[config.mk]
export PLATFORM = sky130hd
export DESIGN_NAME = fcd_merge
export DESIGN_NICKNAME = d
export VERILOG_FILES = /design/src/fcd_pkg.sv /design/src/fcd_merge.sv
export SDC_FILE = /design/constraint.sdc
export NUM_CORES = 1
export LEC_CHECK = 0
export CORE_ASPECT_RATIO = 1.2
export CORE_MARGIN = 1.5
export CORE_UTILIZATION = 40
export DETAILED_ROUTE_END_ITERATION = 10
export DONT_BUFFER_PORTS = 1
export PLACE_DENSITY_LB_ADDON = 0.25
export SLEW_MARGIN = 30
export SYNTH_ARGS = -nofsm -noshare
export SYNTH_HDL_FRONTEND = slang
export SYNTH_SLANG_ARGS = --single-unit
[constraint.sdc]
create_clock -name clk_i -period 3.8 [get_ports clk_i]
set_clock_uncertainty 0.05 [all_clocks]
set_input_delay 0.76 -clock clk_i [delete_from_list [all_inputs] [get_ports clk_i]]
set_output_delay 0.76 -clock clk_i [all_outputs]
set_load 0.005 [all_outputs]
[src/fcd_pkg.sv]
// Shared types, constants and the per-pixel change test for the frame change detector.
package fcd_pkg;

  // Frame geometry: one store entry holds one luma pair.
  localparam int unsigned FRAME_PAIRS = 153600;
  localparam int unsigned ADDR_W      = (FRAME_PAIRS > 1) ? $clog2(FRAME_PAIRS) : 1;

  // Luma lanes per item (even and odd pixel of a macropixel).
  localparam int unsigned LANES  = 2;
  localparam int unsigned LUMA_W = 8;
  localparam int unsigned PAIR_W = LANES * LUMA_W;
  localparam int unsigned NUM_W  = $clog2(LANES + 1);

  // Changed-pixel counter, saturating.
  localparam int unsigned COUNT_W = 19;

  // Configuration port.
  localparam int unsigned CFG_IDX_W  = 3;
  localparam int unsigned CFG_DATA_W = COUNT_W;

  typedef enum logic [CFG_IDX_W-1:0] {
    REG_TOLERANCE  = 3'd0,
    REG_LEVEL_MAX  = 3'd1,
    REG_LEVEL_MIN  = 3'd2,
    REG_COUNT_LOW  = 3'd3,
    REG_COUNT_HIGH = 3'd4
  } cfg_idx_e;

  localparam logic [LUMA_W-1:0]  TOLERANCE_RST  = 8'd10;
  localparam logic [LUMA_W-1:0]  LEVEL_MAX_RST  = 8'd255;
  localparam logic [LUMA_W-1:0]  LEVEL_MIN_RST  = 8'd0;
  localparam logic [COUNT_W-1:0] COUNT_LOW_RST  = 19'd0;
  localparam logic [COUNT_W-1:0] COUNT_HIGH_RST = 19'd307200;

  typedef struct packed {
    logic [LUMA_W-1:0]  tolerance;
    logic [LUMA_W-1:0]  level_max;
    logic [LUMA_W-1:0]  level_min;
    logic [COUNT_W-1:0] count_low;
    logic [COUNT_W-1:0] count_high;
  } cfg_t;

  // Per-stage control carried alongside the payload.
  typedef struct packed {
    logic valid;
    logic frame_end;
    logic have_prev;
  } stage_t;

  // Change test on one pixel. All terms are kept non-negative:
  //   prev >= max - tol  <=>  prev + tol >= max
  //   cur  >= prev - tol <=>  cur + tol >= prev
  function automatic logic pixel_changed(
    input logic [LUMA_W-1:0] prev,
    input logic [LUMA_W-1:0] cur,
    input logic [LUMA_W-1:0] tol,
    input logic [LUMA_W-1:0] lmax,
    input logic [LUMA_W-1:0] lmin
  );
    logic [LUMA_W:0] prev_up;
    logic [LUMA_W:0] cur_up;
    logic [LUMA_W:0] lmin_up;
    logic            below;
    logic            above;
    logic            chg;
    prev_up = {1'b0, prev} + {1'b0, tol};
    cur_up  = {1'b0, cur} + {1'b0, tol};
    lmin_up = {1'b0, lmin} + {1'b0, tol};
    below   = cur_up < {1'b0, prev};
    above   = {1'b0, cur} > prev_up;
    if (prev_up >= {1'b0, lmax}) begin
      chg = below;          // near the top: only a drop counts
    end else if ({1'b0, prev} <= lmin_up) begin
      chg = above;          // near the bottom: only a rise counts
    end else begin
      chg = below | above;
    end
    return chg;
  endfunction

endpackage

[src/fcd_merge.sv]
// Merge stage: sums the lane flags into the frame counter and builds the frame result.
module fcd_merge (
  input  logic                          clk_i,
  input  logic                          rst_ni,
  input  fcd_pkg::stage_t               stage_i,
  input  logic [fcd_pkg::LANES-1:0]     changed_i,
  input  fcd_pkg::cfg_t                 cfg_i,
  output logic                          advance_o,
  output logic                          out_valid_o,
  input  logic                          out_stall_i,
  output logic [fcd_pkg::COUNT_W-1:0]   changed_pixels_o,
  output logic                          change_found_o,
  output logic                          compared_o
);

  logic [fcd_pkg::NUM_W-1:0]   num;
  logic [fcd_pkg::COUNT_W:0]   sum;
  logic [fcd_pkg::COUNT_W-1:0] count_new;
  logic [fcd_pkg::COUNT_W-1:0] count_d;
  logic [fcd_pkg::COUNT_W-1:0] count_q;
  logic                        out_free;
  logic                        out_valid_d;
  logic                        out_valid_q;
  logic [fcd_pkg::COUNT_W-1:0] res_count_q;
  logic                        res_found_q;
  logic                        res_cmp_q;

  // Number of changed pixels in this item
  always_comb begin
    num = '0;
    for (int i = 0; i < fcd_pkg::LANES; i++) begin
      num = num + fcd_pkg::NUM_W'(changed_i[i]);
    end
  end

  // Saturating add; first frame counts nothing
  assign sum       = {1'b0, count_q} + (fcd_pkg::COUNT_W + 1)'(stage_i.have_prev ? num : '0);
  assign count_new = sum[fcd_pkg::COUNT_W] ? '1 : sum[fcd_pkg::COUNT_W-1:0];

  // Items without a result never wait; a frame end waits for a free output slot
  assign out_free  = !out_valid_q || !out_stall_i;
  assign advance_o = stage_i.valid && (!stage_i.frame_end || out_free);

  always_comb begin
    count_d     = count_q;
    out_valid_d = out_valid_q && out_stall_i;
    if (advance_o) begin
      count_d = stage_i.frame_end ? '0 : count_new;
      if (stage_i.frame_end) begin
        out_valid_d = 1'b1;
      end
    end
  end

  always_ff @(posedge clk_i or negedge rst_ni) begin
    if (!rst_ni) begin
      count_q     <= '0;
      out_valid_q <= 1'b0;
    end else begin
      count_q     <= count_d;
      out_valid_q <= out_valid_d;
    end
  end

  // Result payload
  always_ff @(posedge clk_i) begin
    if (advance_o && stage_i.frame_end) begin
      res_count_q <= count_new;
      res_found_q <= stage_i.have_prev && (count_new >= cfg_i.count_low)
                     && (count_new <= cfg_i.count_high);
      res_cmp_q   <= stage_i.have_prev;
    end
  end

  assign out_valid_o      = out_valid_q;
  assign changed_pixels_o = res_count_q;
  assign change_found_o   = res_found_q;
  assign compared_o       = res_cmp_q;

endmodule

==> flow_summary.json <==
{
  "drc": 0,
  "period_needed_ns": 3.757,
  "cp-end-kind": "register",
  "crit_fanout": 5,
  "finalMaxSlewViolations": 0,
  "power_density_nw_per_um2": 265.8,
  "fin_setup_tns_ns": 0,
  "grt-ovfl-total": 0,
  "top_usage_layer": "met2",
  "worst_pin_slew_ns": 0.8723,
  "vdd_drop_max_mv": 0.1493,
  "cp-start-kind": "input port",
  "grt_util_met2_pct": 32.58,
  "cts_tree": "yes",
  "worstPathRequired_ns": 3.90,
  "portBuffers": 0,
  "ys_warn_count": 0,
  "cts_sinks": 41,
  "clk_pin_slew_ns": 0.09,
  "cts_made_buffers": 5,
  "grt_start_max_net_pins": 29,
  "core_area_um2": 7317,
  "met1_usage_pct": 23.02,
  "async_flop_share_pct": 48.78,
  "antenna_found_initial": 0,
  "reg2reg_setup_slack_ns": 0.44,
  "grt_pass1_vias": 2415,
  "ant_nets": 0,
  "relSlewSlack_pct": 41.78,
  "netlist_instances": 327,
  "max-clock-path-buffers": 2,
  "synth.distinct_cells": 48,
  "final-hold-violation-count": 0,
  "fin_crit_sh_pct": 98.88,
  "drive_above_1_share_pct": 23.33,
  "dieWidth_um": 82.72,
  "wl_per_cell_um": 16.72,
  "grt_util_met3_pct": 3.333,
  "syn_nets": 439,
  "h-tree-depth": 2,
  "drt_iter0_markers": 86,
  "grt_use_total_pct": 18.63,
  "die_h_um": 98.66,
  "ioPinCount": 93,
  "fin_area_um2": 3669,
  "setup_violations": 0,
  "syn_area_um2": 3050,
  "avgSynthCellArea_um2": 9.329,
  "fillerInstances": 695,
  "regArea_um2": 1131,
  "initial_core_util_pct": 41.69,
  "rsz0062_at_grt": "true",
  "p_leak_nw": 1.817,
  "ys_seq_area_share_pct": 37.08,
  "ys_ff_latch": 41,
  "dpl-instance-area_um2": 3346,
  "num_rows": 34,
  "via_per_inst": 5.538,
  "detail_route.wirelength_um": 7524,
  "dp_hpwl_um": 5647,
  "total_power_uw": 975.2,
  "max_freq_mhz": 266.1,
  "worstSetupPathType": "input port to register",
  "synth_edf_count": 21,
  "nets": 471,
  "routabilityCongestion": 0.8118,
  "critPathLaunch": "changed_i[1]",
  "num_antenna_cells": 0,
  "cts_root_buf": "clkbuf_8",
  "area_growth_pct": 20.26,
  "maxCapViolations": 0,
  "drt_first_pass_iters": 4,
  "vias": 2492,
  "grt_pass1_wl_um": 11630,
  "fin_util_pct": 50.14,
  "r2r-start": "count_q[0]",
  "min_path_type": "input port to asynchronous set/reset pin",
  "multi_input_area_um2": 1874,
  "synth_ff_type": "edfxtp_1",
  "die_area_um2": 8161,
  "worstPathArrival_ns": 3.86,
  "insertion_delay_ns": 0.30,
  "status": "complete, no violations"
}
## worst paths after layout
path | end | cells past startpoint
worst max-delay path | change_found_o | 17
worst min-delay path | count_q[1] | 0
worst max register to register | change_found_o | 15
worst min register to register | out_valid_o | 2
max in group asynchronous | count_q[17] | 0
min in group clk_i | out_valid_o | 2
## worst max-delay path, cell delays in order
cell	delay (ns)
ha_4	0.23
and2_4	0.13
ha_4	0.12
inv_2	0.03
fa_2	0.33
and4b_2	0.33
nor3b_4	0.30
buf_4	0.17
nand2_1	0.06
xor2_1	0.17
nand2_2	0.13
ha_4	0.30
and3_1	0.18
nand4_1	0.16
nor3_1	0.23
a31oi_1	0.07
a22oi_2	0.15
## cell usage after synthesis (7+ instances only)
| library cell | n | area [um^2] |
|---|---|---|
| ha_1 | 41 | 513.0 |
| edfxtp_1 | 21 | 630.6 |
| inv_1 | 46 | 172.7 |
| o21ai_0 | 19 | 95.09 |
| a21oi_1 | 26 | 130.1 |
| clkbuf_1 | 7 | 26.28 |
| and4_1 | 8 | 70.07 |
| nor2_1 | 14 | 52.55 |
| nand3_1 | 7 | 35.03 |
| nand4_1 | 7 | 43.79 |
| dfrtp_1 | 20 | 500.5 |
| and3_1 | 8 | 50.05 |
| nand2_1 | 25 | 93.84 |
| xnor2_1 | 8 | 70.07 |
## sequential cells by signal, summed over array words and instances, names as in the netlist
name              cells
compared_o            1
count_q              19
change_found_o        1
out_valid_o           1
changed_pixels_o     19
## layout make-up
cell class,instances,area share (%)
sequential,41,30.83
timing repair buffer,35,7.162
tap,90,3.070
inverter,46,4.707
clock inverter,3,1.262
multi-input combinational,230,51.09
clock buffer,5,1.876
## layout by cell type, fill, tap and decap left out, drive strengths merged, types with 2 or more instances in the layout
master,count
a211oi,3
a21o,5
a21oi,26
a22o,3
a311oi,3
a31o,5
a31oi,5
and2,6
and3,8
and4,8
buf,35
clkbuf,5
dfrtp,20
edfxtp,21
ha,41
inv,46
nand2,26
nand2b,3
nand3,8
nand4,9
nor2,15
nor2b,5
nor3,7
o21ai,19
o31ai,2
xnor2,8
## per-layer routing
layer	share of wire [%]	routed length, um
met1	43	3213
met2	52	3947
met3	2.9	220
met4	1.9	143
met5	0	0
## report_power, final
group          total [mW]  switching (mW)  leakage [nW]  internal, mW
Combinational       0.116          0.0685          1.28        0.0474
Clock               0.370           0.173        0.0543         0.197
Sequential          0.490         0.00869         0.487         0.481
Total               0.975           0.250          1.82         0.725
## metrics by stage
stage               setup slack (ns)  hold slack [ns]  cells
global route                 -0.1112          0.07496    450
finish                       0.04256          0.09519    450
CTS                         0.005093          0.09092    447
global placement             -0.3708           0.4152    437
detailed placement           -0.4178           0.4151    437
floorplan                   -0.06398           0.4144    327
## cell families after synthesis
family	share of synthesized area [%]
buffers and inverters	7.219
AO/OA/AOI/OAI	16.37
multiplexers	0.3691
XOR/XNOR	2.584
adder cells (fa/ha/maj)	17.47
flip-flops	37.08
AND/OR/NAND/NOR	18.91
## timing repair
item / 4_1_cts / 5_1_grt
setup endpoints to repair: 1 / 1
hold buffers: 0 / 0
buffers inserted: 2 / 3
pin swaps: 11 / 18
resized for setup: 8 / 21
Power figures use the tool's default switching activity.
