## config.mk

```make
export PLATFORM = sky130hd
export DESIGN_NAME = fcd_lane
export DESIGN_NICKNAME = d
export VERILOG_FILES = /design/src/fcd_pkg.sv /design/src/fcd_lane.sv
export SDC_FILE = /design/constraint.sdc
export NUM_CORES = 1
export LEC_CHECK = 0
export BUFFER_PORTS_ARGS = -buffer_cell sky130_fd_sc_hd__buf_2
export CORE_UTILIZATION = 43
export DETAILED_ROUTE_END_ITERATION = 7
export PLACE_DENSITY = 0.78
export SYNTH_ARGS = -nofsm -noshare
export SYNTH_HDL_FRONTEND = slang
export SYNTH_SLANG_ARGS = --single-unit
```

## constraint.sdc

```tcl
create_clock -name clk_i -period 3 [get_ports clk_i]
set_input_delay 0.45 -clock clk_i [delete_from_list [all_inputs] [get_ports clk_i]]
set_output_delay 0.45 -clock clk_i [all_outputs]
set_load 0.02 [all_outputs]
```

## src/fcd_pkg.sv

```systemverilog
// Shared types, constants and the per-pixel change test for the frame change detector.
package fcd_pkg;

  // Frame geometry: one store entry holds one luma pair.
  localparam int unsigned FRAME_PAIRS = 153600;
  localparam int unsigned ADDR_W      = (FRAME_PAIRS > 1) ? $clog2(FRAME_PAIRS) : 1;

  // Luma lanes per item (even and odd pixel of a macropixel).
  localparam int unsigned LANES  = 2;
  localparam int unsigned LUMA_W = 8;
  localparam int unsigned PAIR_W = LANES * LUMA_W;
  localparam int unsigned NUM_W  = $clog2(LANES + 1);

  // Changed-pixel counter, saturating.
  localparam int unsigned COUNT_W = 19;

  // Configuration port.
  localparam int unsigned CFG_IDX_W  = 3;
  localparam int unsigned CFG_DATA_W = COUNT_W;

  typedef enum logic [CFG_IDX_W-1:0] {
    REG_TOLERANCE  = 3'd0,
    REG_LEVEL_MAX  = 3'd1,
    REG_LEVEL_MIN  = 3'd2,
    REG_COUNT_LOW  = 3'd3,
    REG_COUNT_HIGH = 3'd4
  } cfg_idx_e;

  localparam logic [LUMA_W-1:0]  TOLERANCE_RST  = 8'd10;
  localparam logic [LUMA_W-1:0]  LEVEL_MAX_RST  = 8'd255;
  localparam logic [LUMA_W-1:0]  LEVEL_MIN_RST  = 8'd0;
  localparam logic [COUNT_W-1:0] COUNT_LOW_RST  = 19'd0;
  localparam logic [COUNT_W-1:0] COUNT_HIGH_RST = 19'd307200;

  typedef struct packed {
    logic [LUMA_W-1:0]  tolerance;
    logic [LUMA_W-1:0]  level_max;
    logic [LUMA_W-1:0]  level_min;
    logic [COUNT_W-1:0] count_low;
    logic [COUNT_W-1:0] count_high;
  } cfg_t;

  // Per-stage control carried alongside the payload.
  typedef struct packed {
    logic valid;
    logic frame_end;
    logic have_prev;
  } stage_t;

  // Change test on one pixel. All terms are kept non-negative:
  //   prev >= max - tol  <=>  prev + tol >= max
  //   cur  >= prev - tol <=>  cur + tol >= prev
  function automatic logic pixel_changed(
    input logic [LUMA_W-1:0] prev,
    input logic [LUMA_W-1:0] cur,
    input logic [LUMA_W-1:0] tol,
    input logic [LUMA_W-1:0] lmax,
    input logic [LUMA_W-1:0] lmin
  );
    logic [LUMA_W:0] prev_up;
    logic [LUMA_W:0] cur_up;
    logic [LUMA_W:0] lmin_up;
    logic            below;
    logic            above;
    logic            chg;
    prev_up = {1'b0, prev} + {1'b0, tol};
    cur_up  = {1'b0, cur} + {1'b0, tol};
    lmin_up = {1'b0, lmin} + {1'b0, tol};
    below   = cur_up < {1'b0, prev};
    above   = {1'b0, cur} > prev_up;
    if (prev_up >= {1'b0, lmax}) begin
      chg = below;          // near the top: only a drop counts
    end else if ({1'b0, prev} <= lmin_up) begin
      chg = above;          // near the bottom: only a rise counts
    end else begin
      chg = below | above;
    end
    return chg;
  endfunction

endpackage

```

## src/fcd_lane.sv

```systemverilog
// One luma lane: compares a pixel with its stored predecessor and registers the flag.
module fcd_lane (
  input  logic                        clk_i,
  input  logic                        en_i,
  input  logic [fcd_pkg::LUMA_W-1:0]  prev_i,
  input  logic [fcd_pkg::LUMA_W-1:0]  cur_i,
  input  fcd_pkg::cfg_t               cfg_i,
  output logic                        changed_o
);

  logic changed_d;
  logic changed_q;

  assign changed_d = fcd_pkg::pixel_changed(prev_i, cur_i, cfg_i.tolerance,
                                            cfg_i.level_max, cfg_i.level_min);

  always_ff @(posedge clk_i) begin
    if (en_i) begin
      changed_q <= changed_d;
    end
  end

  assign changed_o = changed_q;

endmodule

```

==> metrics.txt, run 1 <==
Die Ht 64.6 um; DRT Pass-1 Iters 4; io pins 81; Worst setup EP type register; start point of the worst hold path en_i; cell row count 22; I/O Buffers 42; GRT Total Usage 0.197; critical path startpoint category primary input; grt ovf 0; syn avg cell area approximately 8 sq um; Cell Pwr Density between 200 and 300 mW/mm^2; CORE AREA between 0.003 and 0.004 sq mm; Crit path required time approximately 2.7 ns; syn nets between 300 and 400; vias between 1.5k and 2k; DRC 0; vias per cell between 5 and 6; end of the worst hold path changed_o; post-detailed-route count of antenna-violating nets 0; hold depth 1; prevailing post-synth register cell edfxtp_1; commonest cells after routing, fill and taps aside 53 x ha_1, 40 x buf_2, 32 x inv_1; vias in the first global route approximately 1.7k; period utilisation layout 1.11; ys async rst share 0; DRT iter0 DRCs 25; Final Max Slew Viols 0; commonest non-fill, non-tap cell in the layout ha_1; dpl cells between 300 and 400; failing checks setup timing; CP max FO 3; Ant. Diodes 0; final hold vios 0; Synth cell types 38; FF+latch area between 30 and 40 sq um; first-pass GRT wire length about 6700 um; fin crit period around 3.3 ns; status complete, but fails checks; fin nets 414; mapped cell area around 0.0017 sq mm; max-cap viol count 0; RSZ-0062 raised after global routing yes; CTS Hold Bufs 0; post-DP HPWL 3590 um; DRT Wirelength between 3000 and 4000 um; Slew HR 0.813; Layout area overhead 31.6%; Peak supply drop about 0.10 mV; number of synthesized flops with an enable pin 1; fmax 301 MHz; final setup vio count 1; Hold WC Path Type primary input to register; largest net degree at the start of global routing 6; Die ar. about 0.0042 sq mm; Post-Synthesis Cells about 210; post-layout worst setup margin -0.325 ns; Multi-input gate area around 0.0016 sq mm; yosys warns 0; pre-CTS setup slack -0.484 ns; Routed wire per std cell between 10 and 15 um; Final Wtd Congestion about 0.86; clock-pin slew on the worst setup and hold paths 0 ns; share of cells above drive strength 1 0.314; Initial Utilization 0.453; Setup CP Type primary input to register; sequential area share after synthesis 0.0178; leakage 0.00119 uW; Worst EP arrival slightly above 3 ns; Fillers roughly 340; number of synthesized register bits 1; Die W 64.6 um; max FFs per register 1; post-route insts no fill ~320; Pwr Total between 500 and 600 uW; Tightest Pin Transition around 0.28 ns; initial antenna violation count 0
==> cells by family after synthesis <==
group / Yosys count / share of synthesized area
DFF: 1 / 0.0178
adders and majority gates: 58 / 0.444
AOI/OAI and AO/OA: 64 / 0.268
xor gates and xnor gates: 17 / 0.0884
and+or+nand+nor: 35 / 0.110
buffers and inverters: 32 / 0.0713
==> worst max-delay path: stages <==
cell	delay [ns]
buf_2	0.09
ha_2	0.17
inv_1	0.05
fa_2	0.36
nor2b_4	0.15
o31ai_4	0.07
a21oi_2	0.19
xor2_1	0.22
ha_1	0.30
a211oi_2	0.20
o221a_2	0.21
nor3_1	0.04
a311o_1	0.31
o211ai_2	0.18
o22ai_2	0.07
==> worst max-delay path by stage <==
stage | startpoint | endpoint | slack (ns) | depth (start not counted)
final | prev_i[0] | changed_o | -0.32 | 15
after global routing | cfg_i[54] | changed_o | -0.47 | 14
after CTS | cfg_i[54] | changed_o | -0.38 | 15
after detailed placement | cfg_i[54] | changed_o | -0.48 | 14
after global placement | cfg_i[54] | changed_o | -0.38 | 14
after floorplan | cfg_i[38] | changed_o | -0.09 | 13
==> repair_timing <==
action	CTS	global route
endpoints found under the hold margin	0	0
pin swaps	4	3
endpoints found under the setup margin	1	1
gates resized for setup	4	6
setup buffers	1	0
==> synth_stat cells (2+ instances only) <==
cell | number | area share
o21ai_1 | 2 | 0.0059
or2_2 | 2 | 0.0074
a21o_1 | 5 | 0.022
xor2_1 | 9 | 0.047
nand4_1 | 5 | 0.019
a21oi_1 | 13 | 0.039
nor3_1 | 2 | 0.0059
inv_1 | 32 | 0.071
nor2b_1 | 2 | 0.0074
nor2_1 | 11 | 0.025
a211oi_1 | 6 | 0.027
ha_1 | 55 | 0.41
nand2b_1 | 3 | 0.011
o21a_1 | 7 | 0.031
fa_1 | 3 | 0.036
nand2_1 | 5 | 0.011
a21oi_2 | 3 | 0.016
xnor2_1 | 8 | 0.042
o211ai_1 | 3 | 0.013
o21ai_0 | 13 | 0.039
==> cell type report <==
type                            count  area share
Timing Repair Buffer               67       0.187
Sequential cell                     1      0.0136
Tap cell                           48      0.0271
Inverter                           32      0.0542
Multi-Input combinational cell    174       0.718
==> per-layer routing <==
metal / vias up / share of wire / global-route usage / wire (um)
met5: - / 0 / 0 / 0
met4: 0 / 0.0031 / 0.00833 / 12
met3: 2 / 0.024 / 0 / 92
met2: 32 / 0.52 / 0.397 / 2010
met1: 777 / 0.46 / 0.242 / 1770
li1: 896 / - / - / -
==> stage by stage <==
| step | hold slack (ns) | area (sq um) | utilization | setup TNS, ns |
|---|---|---|---|---|
| global placement | 0.648 | 2150 | 0.579 | -0.382 |
| finish | 0.649 | 2220 | 0.596 | -0.325 |
| floorplan | 0.562 | 1700 | - | -0.0907 |
| global route | 0.652 | 2220 | 0.596 | -0.467 |
| CTS | 0.650 | 2190 | 0.591 | -0.380 |
| detailed placement | 0.650 | 2150 | 0.579 | -0.484 |
==> power by group <==
group | switching [uW] | internal, uW
logic | 273 | 281
registers | 0.608 | 21.0
clock network | 0 | 0
total | 274 | 302
(Power assumes the default switching activity.)
==> run 2: changes to the inputs <==
- ABC_AREA: default -> 1
- CORE_UTILIZATION: 43 -> 44
==> run 2 against run 1 <==
The run now ends clean. Final cell count increased by 17%. Die area increased by 6.4%. Wire length increased by 9.2%. Highest routed layer unchanged.
==> metrics.txt, run 2 <==
commonest non-fill, non-tap cell in the layout inv_1; post-DP HPWL 3690 um; Slowest cell on crit path fa_2; final hold vios 0; largest net degree at the start of global routing 7; commonest cells after routing, fill and taps aside 56 x inv_1, 55 x nand2_1, 51 x ha_1; Cell Pwr Density around 250 mW/mm^2; share of cells above drive strength 1 0.236; most numerous cell in the Yosys netlist nand2_1; vias per cell just over 5; mapped cell area ~0.0018 sq mm; commonest cells in the netlist 58 x nand2_1, 57 x inv_1, 55 x ha_1; Hold WC Path Type primary input to register; post-layout worst setup margin approximately 0.11 ns; leakage 0.00133 uW; yosys warns 0; post-route insts no fill around 380; Peak supply drop between 0.1 and 0.15 mV; sequential area share after synthesis 0.0163; max-cap viol count 0; Finished Cell Area 0.00228 sq mm; number of synthesized flops with an enable pin 1; Comb pwr share 0.963; Die ar. 0.00444 sq mm; CTS Hold Bufs 0; Initial Utilization 0.459; Multi-input gate area around 0.0017 sq mm; FF+latch area between 30 and 40 sq um; syn nets between 400 and 500; top post-synthesis cells by area ha_1 37%, nand2_1 12%, inv_1 12%; vias in the first global route between 1.5k and 2k; fmax 346 MHz; CP peak stage delay around 0.41 ns; grt ovf 0; Int Power about 270 uW; cell row count 23; Die W about 67 um; Fillers around 370; Switching Fraction 0.536; Post-Synthesis Cells ~280; Die Ht about 67 um; CP max FO 3; DRT iter0 DRCs 29; sequential share of power 0.037; DRT Pass-1 Iters 4; DRC 0; area leader, netlist ha_1; syn avg cell area between 6 and 7 sq um; status complete, no violations; Tightest Pin Transition approximately 0.27 ns; GRT Total Usage 0.187; clock power share 0; max FFs per register 1; Worst setup EP type register; Worst EP arrival between 2 and 3 ns; number of synthesized register bits 1; worst setup path startpoint cfg_i[54]; fin crit period 2.89 ns; period utilisation layout 0.963; prevailing post-synth register cell edfxtp_1; Ant. Diodes 0; dpl cells ~370; Layout area overhead 24.4%; P_sw roughly 310 uW; final setup vio count 0; Final Max Slew Viols 0; critical-path cell list buf_8 -> ha_4 -> inv_2 -> fa_2 -> o21ai_4 -> xor2_1 -> inv_1 -> ha_4 -> nand2_4 -> nor2_4 -> nand2_1 -> nand3_1 -> nand2_1 -> nand2_1 -> nand2_1 -> nand2_1 -> nor2_2 -> nand2_1 -> nand2_1 -> nand2_1; start point of the worst hold path en_i; I/O Buffers 42; Setup CP Type primary input to register; RSZ-0062 raised after global routing yes; fin nets around 470; ys async rst share 0; post-detailed-route count of antenna-violating nets 0; DRT Wirelength approximately 4200 um; Routed wire per std cell ~11 um; vias around 1.9k; Slew HR 0.821; Most common cell on crit path nand2_1; initial antenna violation count 0; Synth cell types 25; Final Wtd Congestion just over 0.9; cell area after placement between 0.002 and 0.0025 sq mm; critical path startpoint category primary input; pre-CTS setup slack -0.0102 ns; io pins about 80; CORE AREA approximately 0.004 sq mm; area share of the largest cell type after synthesis 0.375; first-pass GRT wire length ~6500 um; clock-pin slew on the worst setup and hold paths 0 ns; Crit path required time around 2.7 ns
[run 2: cell types whose count changed in the layout (fill, tap and decap cells not counted), sizes merged, moves of 7 or more]
| cell | delta |
|---|---|
| nand2 | +57 |
| o21a | -7 |
| o21ai | -13 |
| nand3 | +12 |
| inv | +28 |
| a21oi | +13 |
| buf | -19 |
[run 2: power by group through the flow]
stage	combinational [uW]	sequential (uW)	clock (uW)
floorplan	369	26.8	0
global placement	488	21.5	0
detailed placement	504	21.5	0
CTS	509	21.5	0
global route	635	22.2	0
finish	557	21.5	0
[run 2: logic make-up after synthesis]
group / share of synthesized area
adders and majority gates: 0.407
buffers and inverters: 0.123
AOI/OAI and AO/OA: 0.123
xor gates and xnor gates: 0.0858
and+or+nand+nor: 0.245
DFF: 0.0163
[run 2: per-layer routing]
layer  part of all wire  vias up  GRT usage  routed length [um]
met1               0.47      847      0.232                2000
li1                   -     1010          -                   -
met2               0.49       41      0.365                2090
met5                  0        -          0                   0
met3              0.026        4          0                 112
met4             0.0085        0     0.0186                  36
[run 2: stage by stage]
stage / hold slack (ns) / utilization / total power, uW / TNS (ns)
final: 0.649 / 0.571 / 579 / 0
after floorplan: 0.562 / - / 396 / 0
after global placement: 0.648 / 0.535 / 510 / 0
after CTS: 0.650 / 0.537 / 531 / 0
after global routing: 0.656 / 0.571 / 658 / -0.0683
after detailed placement: 0.650 / 0.535 / 525 / -0.0102
[run 2: cell type report]
type                            instances  area share
Sequential cell                         1      0.0131
Tap cell                               50      0.0274
Timing Repair Buffer                   48       0.119
Multi-Input combinational cell        217       0.742
Inverter                               60      0.0986
[run 2: critical path: cells and delay by family]
kind | cells | cell delay (ns)
AO/OA/AOI/OAI | 1 | 0.18
buffers and inverters | 3 | 0.22
XOR/XNOR | 1 | 0.19
AND/OR/NAND/NOR | 12 | 0.77
adder cells (fa/ha/maj) | 3 | 0.81
[run 2: repair_timing]
action	CTS	global route
buffers inserted	0	2
resized for setup	1	25
endpoints found under the setup margin	1	1
pin swaps	1	20
[run 2: path summary, 6_finish.rpt]
| check | endpoint | slack [ns] | cells past startpoint |
|---|---|---|---|
| worst min-delay path | changed_o | 0.65 | 1 |
| worst max-delay path | changed_o | 0.11 | 20 |
